<file path="src/mpt_pkg.sv">
// Shared widths, command codes and the result type of the point transform.
// Depends on nothing.
`timescale 1ns / 1ps
package mpt_pkg;
  localparam int ENTRY_W   = 32;
  localparam int VAL_W     = ENTRY_W + 1;
  localparam int ACC_W     = ENTRY_W + VAL_W + 2;
  localparam int OUT_W     = 32;
  localparam int NUM_REGS  = 8;
  localparam int CFG_IDX_W = 3;
  localparam int CFG_W     = 64;
  localparam int CMD_W     = 3;

  typedef logic [CMD_W-1:0] cmd_t;

  localparam cmd_t CMD_AFFINE    = 3'd0;
  localparam cmd_t CMD_ROTATE    = 3'd1;
  localparam cmd_t CMD_INV_RIGID = 3'd2;
  localparam cmd_t CMD_TRANS_ROT = 3'd3;
  localparam cmd_t CMD_PROJECT   = 3'd4;

  typedef struct packed {
    logic [OUT_W-1:0] x;
    logic [OUT_W-1:0] y;
    logic [OUT_W-1:0] z;
    logic             saturated;
    logic             w_zero;
  } result_t;
endpackage

</file>
<file path="src/mpt_outq.sv">
// Two-entry output queue that lets the pipeline run while a result waits.
// Depends on mpt_pkg.
`timescale 1ns / 1ps
module mpt_outq (
  input  logic             clk,
  input  logic             rst_n,
  input  logic             push,
  input  mpt_pkg::result_t din,
  input  logic             out_stall,
  output logic             out_valid,
  output mpt_pkg::result_t dout,
  output logic             full
);
  mpt_pkg::result_t mem [2];
  logic             wr_ptr_r, rd_ptr_r;
  logic [1:0]       count_r;
  logic             pop;

  assign out_valid = count_r != 2'd0;
  assign pop       = out_valid && !out_stall;
  assign full      = count_r == 2'd2;
  assign dout      = mem[rd_ptr_r];

  always_ff @(posedge clk) begin
    if (push) begin
      mem[wr_ptr_r] <= din;
    end
  end

  always_ff @(posedge clk) begin
    if (!rst_n) begin
      wr_ptr_r <= 1'b0;
      rd_ptr_r <= 1'b0;
      count_r  <= 2'd0;
    end else begin
      if (push) begin
        wr_ptr_r <= !wr_ptr_r;
      end
      if (pop) begin
        rd_ptr_r <= !rd_ptr_r;
      end
      if (push && !pop) begin
        count_r <= count_r + 2'd1;
      end else if (!push && pop) begin
        count_r <= count_r - 2'd1;
      end
    end
  end
endmodule

</file>
<file path="config.mk">
export PLATFORM = sky130hd
export DESIGN_NAME = mpt_outq
export DESIGN_NICKNAME = d
export VERILOG_FILES = /design/src/mpt_pkg.sv /design/src/mpt_outq.sv
export SDC_FILE = /design/constraint.sdc
export NUM_CORES = 1
export LEC_CHECK = 0
export BUFFER_PORTS_ARGS = -buffer_cell sky130_fd_sc_hd__buf_2
export CAP_MARGIN = 20
export CORE_AREA = 2 2 149 151
export DETAILED_ROUTE_END_ITERATION = 6
export DIE_AREA = 0 0 151 153
export PLACE_DENSITY = 0.6
export SYNTH_ARGS = -nofsm -noshare
export SYNTH_HDL_FRONTEND = slang
export SYNTH_SLANG_ARGS = --single-unit
</file>
<file path="constraint.sdc">
create_clock -name clk -period 18.7 [get_ports clk]
set_input_delay 3.74 -clock clk [delete_from_list [all_inputs] [get_ports clk]]
set_output_delay 3.74 -clock clk [all_outputs]
set_load 0.05 [all_outputs]
</file>
Yosys cells after proc, flatten, opt, wreduce, memory -nomap -nowiden
Memories as Yosys holds them, arrays and structs flattened. A register that Yosys moved wholly into a read port is not among the register bits.
Cells that the tools add are included.
W data, S select, Z words.
{"block": "classes", "addsub": 2, "n_mul": 0, "div": 0, "n_lt_le_gt_ge": 0, "eq_ne": 1, "shift": 0, "mux": 6, "bitwise": 0, "reduce_logical": 10}
{"operator": "$logic_not A1 Y1", "n": 5}
{"operator": "$mux W1", "n": 4}
{"operator": "$mux W2", "n": 2}
{"operator": "$reduce_bool A2 Y1", "n": 2}
{"operator": "$logic_and A1 B1 Y1", "n": 3}
{"operator": "$add A2 B1 Y2 const B", "n": 1}
{"operator": "$eq A2 B2 Y1 const B", "n": 1}
{"operator": "$sub A2 B1 Y2 const B", "n": 1}
{"block": "word_totals", "register_bits": 4, "latchBits": 0, "ram_bits": 196, "mem_bits_ro": 0, "inputBits": 102, "out_inout_bits": 100, "wordCells": 23, "memories": 1}
{"name": "mem", "depth": 2, "word_bits": 98, "rd": 1, "rd_clocked_by_memory_dff": 1, "wr": 1, "line": "mpt_outq.sv:14", "source": "mpt_pkg::result_t mem [2];"}

Longest topological paths before layout
{"block": "depth", "ltp_word": 5, "depth_mapped": 5, "depth_no_buf": 5}

Least setup slack after synthesis
Ideal clock, no wire load.
{"block": "synth_path", "path_type": "input-to-reg", "start": "in push", "end": "mem mem[0][0] (netlist bit), enable pin", "arrival_ns": 8.038, "slack_ns": 10.095, "cell_stages": 1, "cell_sequence": "nor2b_1"}
{"block": "synth_via", "elab_chain_cells": 2}
{"item": "start: declaration", "line": "mpt_outq.sv:7", "source": "input logic push,"}
{"item": "$mux W1", "line": "mpt_outq.sv:25", "source": "if (push) begin"}
{"item": "$mux W1 (not written as such)", "line": "mpt_outq.sv:26", "source": "mem[wr_ptr_r] <= din;"}
{"item": "end: declaration", "line": "mpt_outq.sv:14"}
No other way between the ends.

==> run_results.csv <==
group,metric,value,unit
floorplan,start_util,34.3,%
floorplan,core-area,0.0215,mm^2
detailed_routing,via_per_inst,4.45,
cts,cts_buffer_depth,3,
detailed_routing,wl_per_cell,16.6,um
cts,cts.sinks,201,
timing,tightest_slew,0.913,ns
synthesis,synth_edf_count,196,
synthesis,synth-async-reset-ratio,0,%
synthesis,netlist_top_cells_count,"196 x edfxtp_1, 78 x mux2_2, 20 x mux2_4",
synthesis,synthAdderAreaFrac,0.170,%
synthesis,synth_top_family_by_area,"multiplexers",
timing,grt_setup_unrepaired,"no",
timing,clock.fmax,0.156,GHz
setup_path,crit_arrival,2.66,ns
setup_path,reg2reg_to,"mem[1][62]$_DFFE_PP_",
synthesis,yosysMostFrequentCell,"edfxtp_1",
detailed_routing,drt_wl_total,13900,um
detailed_routing,via_count,3725,
pwr,peakVddDrop,0.0862,mV
synthesis,yosys.area.top_type,"edfxtp_1",
global_route,grt_util_all_layers,11.7,%
global_route,grt_pass1_vias,3985,
timing,fin_crit_sh,34.2,%
layout,fillerInstances,1921,
setup_path,critPathLaunchType,"flip-flop",
layout,antennaDiodeCount,0,
setup_path,r2r_start,"wr_ptr_r$_SDFFE_PN0P_",
cts,clkLatencyLatePin,0.48,ns
timing,whs,0.544,ns
setup_path,worstSetupPathType,"flip-flop to output port",
synthesis,yosys.area_share.simple,0.764,%
floorplan,fp.dieH,153,um
timing,finalHoldViolCount,0,
cts,cts.repair.resized,0,
layout,syn_to_final_growth,27.0,%
detailed_routing,first_pass_iters,4,
synthesis,syn_area,0.00737,mm^2
floorplan,dieArea,0.0231,mm^2
global_route,grt_max_degree,62,
detailed_routing,ant_nets,0,
synthesis,ys.flop_type,"edfxtp_1",
cts,cts_setup_buffers,0,
synthesis,ys_top_cells_by_area,"edfxtp_1 80%, mux2_2 12%, mux2_4 4.1%, dfxtp_1 1.4%, buf_6 0.61%",
synthesis,syn_area_per_cell,22.5,um^2
pwr,power.density,147,mW/mm^2
synthesis,postSynthCellCount,327,
layout,drive_gt1_share,60.4,%
timing,drv_slew,0,
global_route,grt_pass1_wl,21100,um
placed_design,io_buffers,201,
detailed_routing,drt_iter0_drc,165,
floorplan,rows,54,
synthesis,synth.net_count,430,
cts,cts_tree,"done",
detailed_routing,drc,0,
synthesis,synth_warnings,0,
setup_path,cp_max_fo,61,
global_route,gr-total-overflow,0,
setup_path,reg2regPathDepth,2,
timing,setup_violations,0,
synthesis,synth-seq-area-share,81.3,%
timing,finClkSkew,0.00776,ns
cts,ctsHoldBuffers,0,
worst_hold_path,whs_endpoint,"count_r[1]$_SDFFE_PN0P_",
worst_hold_path,min-delay-start,"count_r[1]$_SDFFE_PN0P_",
pwr,p_leak,3.52,nW
synthesis,ys_types,17,
cts,cts_buffers,21,
worst_hold_path,hp-class,"flip-flop to flip-flop",
worst_hold_path,whs_path_depth,2,
setup_path,r2r_slack,16.59,ns
cts,cts.htree.levels,1,
synthesis,muxShareOfSynthArea,16.0,%
placed_design,gp_congestion,0.706,
global_route,grt_antenna_before_repair,1,
setup_path,end_kind,"output port",
setup_path,worstPathRequired,14.96,ns
floorplan,io-pin-count,202,
cts,clkTransAtPathRegs,0.06,ns
floorplan,die_w,151,um
timing,maxSlewHeadroom,39.1,%
job,max-cap-violations,0,
synthesis,yosys.area_share.xor_xnor,0.357,%
synthesis,synth.top_cell.area_share,79.9,%
timing,min_period,6.40,ns
synthesis,synth-compound-area-share,0.374,%
placed_design,hpwlAfterDp,9330,um
layout,fin_nets,647,
status,status,"finished clean",
timing,finalSetupTns,0,ns
cts,cts_root_buf,"clkbuf_16",
synthesis,ys_ff_latch,201,
## worst max-delay path by stage
stage | endpoint | slack (ns)
2_1_floorplan | mem[0][0]$_DFFE_PP_ | 10.09
3_3_place_gp | dout[92] | 12.77
3_5_place_dp | dout[89] | 12.71
4_1_cts | dout[89] | 12.19
5_1_grt | dout[89] | 12.13
6_report | dout[89] | 12.30
## final cells by class
type	count	area (um^2)	share of cell area [%]
sequential	201	5990	64.0
multi-input combinational	115	1310	14.0
timing repair buffer	205	1040	11.1
clock buffer	23	533	5.70
tap	280	350	3.74
clock inverter	14	139	1.48
## power by group
group | total (W) | switching [W] | internal [W]
combinational | 0.000426 | 0.000295 | 0.000132
sequential | 0.000546 | 0.0000212 | 0.000524
clock | 0.000400 | 0.000154 | 0.000246
total | 0.00137 | 0.000470 | 0.000902
## worst max-delay path, cell delays in order (launching register included)
cell and delay [ns]:
dfxtp_4 0.68, buf_4 0.76, mux2_2 0.43, buf_2 0.21
## through the flow
step                      cell area [um^2]  total power, W  util, %  setup WS [ns]  std cells
after floorplan                       7370        0.000907        -          10.09        327
after detailed placement              8690        0.000988     40.4          12.71        801
final                                 9360         0.00137     43.6          12.30        838
after global placement                8690        0.000982     40.4          12.77        801
after CTS                             9360         0.00139     43.6          12.19        838
after global routing                  9360         0.00143     43.6          12.13        838
## cell usage in the layout (no fill, tap or decap), drive strengths merged, types with 2 or more instances in the layout
cell type / Yosys / routed
dfxtp: 5 / 5
mux2: 98 / 98
clkbuf: 0 / 23
and2: 4 / 4
edfxtp: 196 / 196
bufinv: 0 / 3
nor2b: 3 / 3
clkinv: 0 / 11
xnor2: 2 / 2
buf: 11 / 205
## layer usage
layer | global-route usage [%] | up-vias | share of wire [%]
met5 | 0 | - | 0.094
met3 | 3.49 | 24 | 8.1
met1 | 13.9 | 1833 | 40
li1 | - | 1734 | -
met4 | 2.94 | 2 | 1.6
met2 | 20.7 | 132 | 51
## state kept, by name (all words and copies together), names as in the netlist, named ones only
register / count
rd_ptr_r: 1
wr_ptr_r: 1
mem: 196
count_r: 2
## kinds of logic (layout without fill, tap and decap cells)
kind of cell               Yosys count  in the layout
adders and majority gates            1              1
AOI/OAI and AO/OA                    4              4
muxes                               98             98
xor gates and xnor gates             3              3
and+or+nand+nor                      9              9
buffers and inverters               11            242
DFF                                201            201
Power figures use the tool's default switching activity.
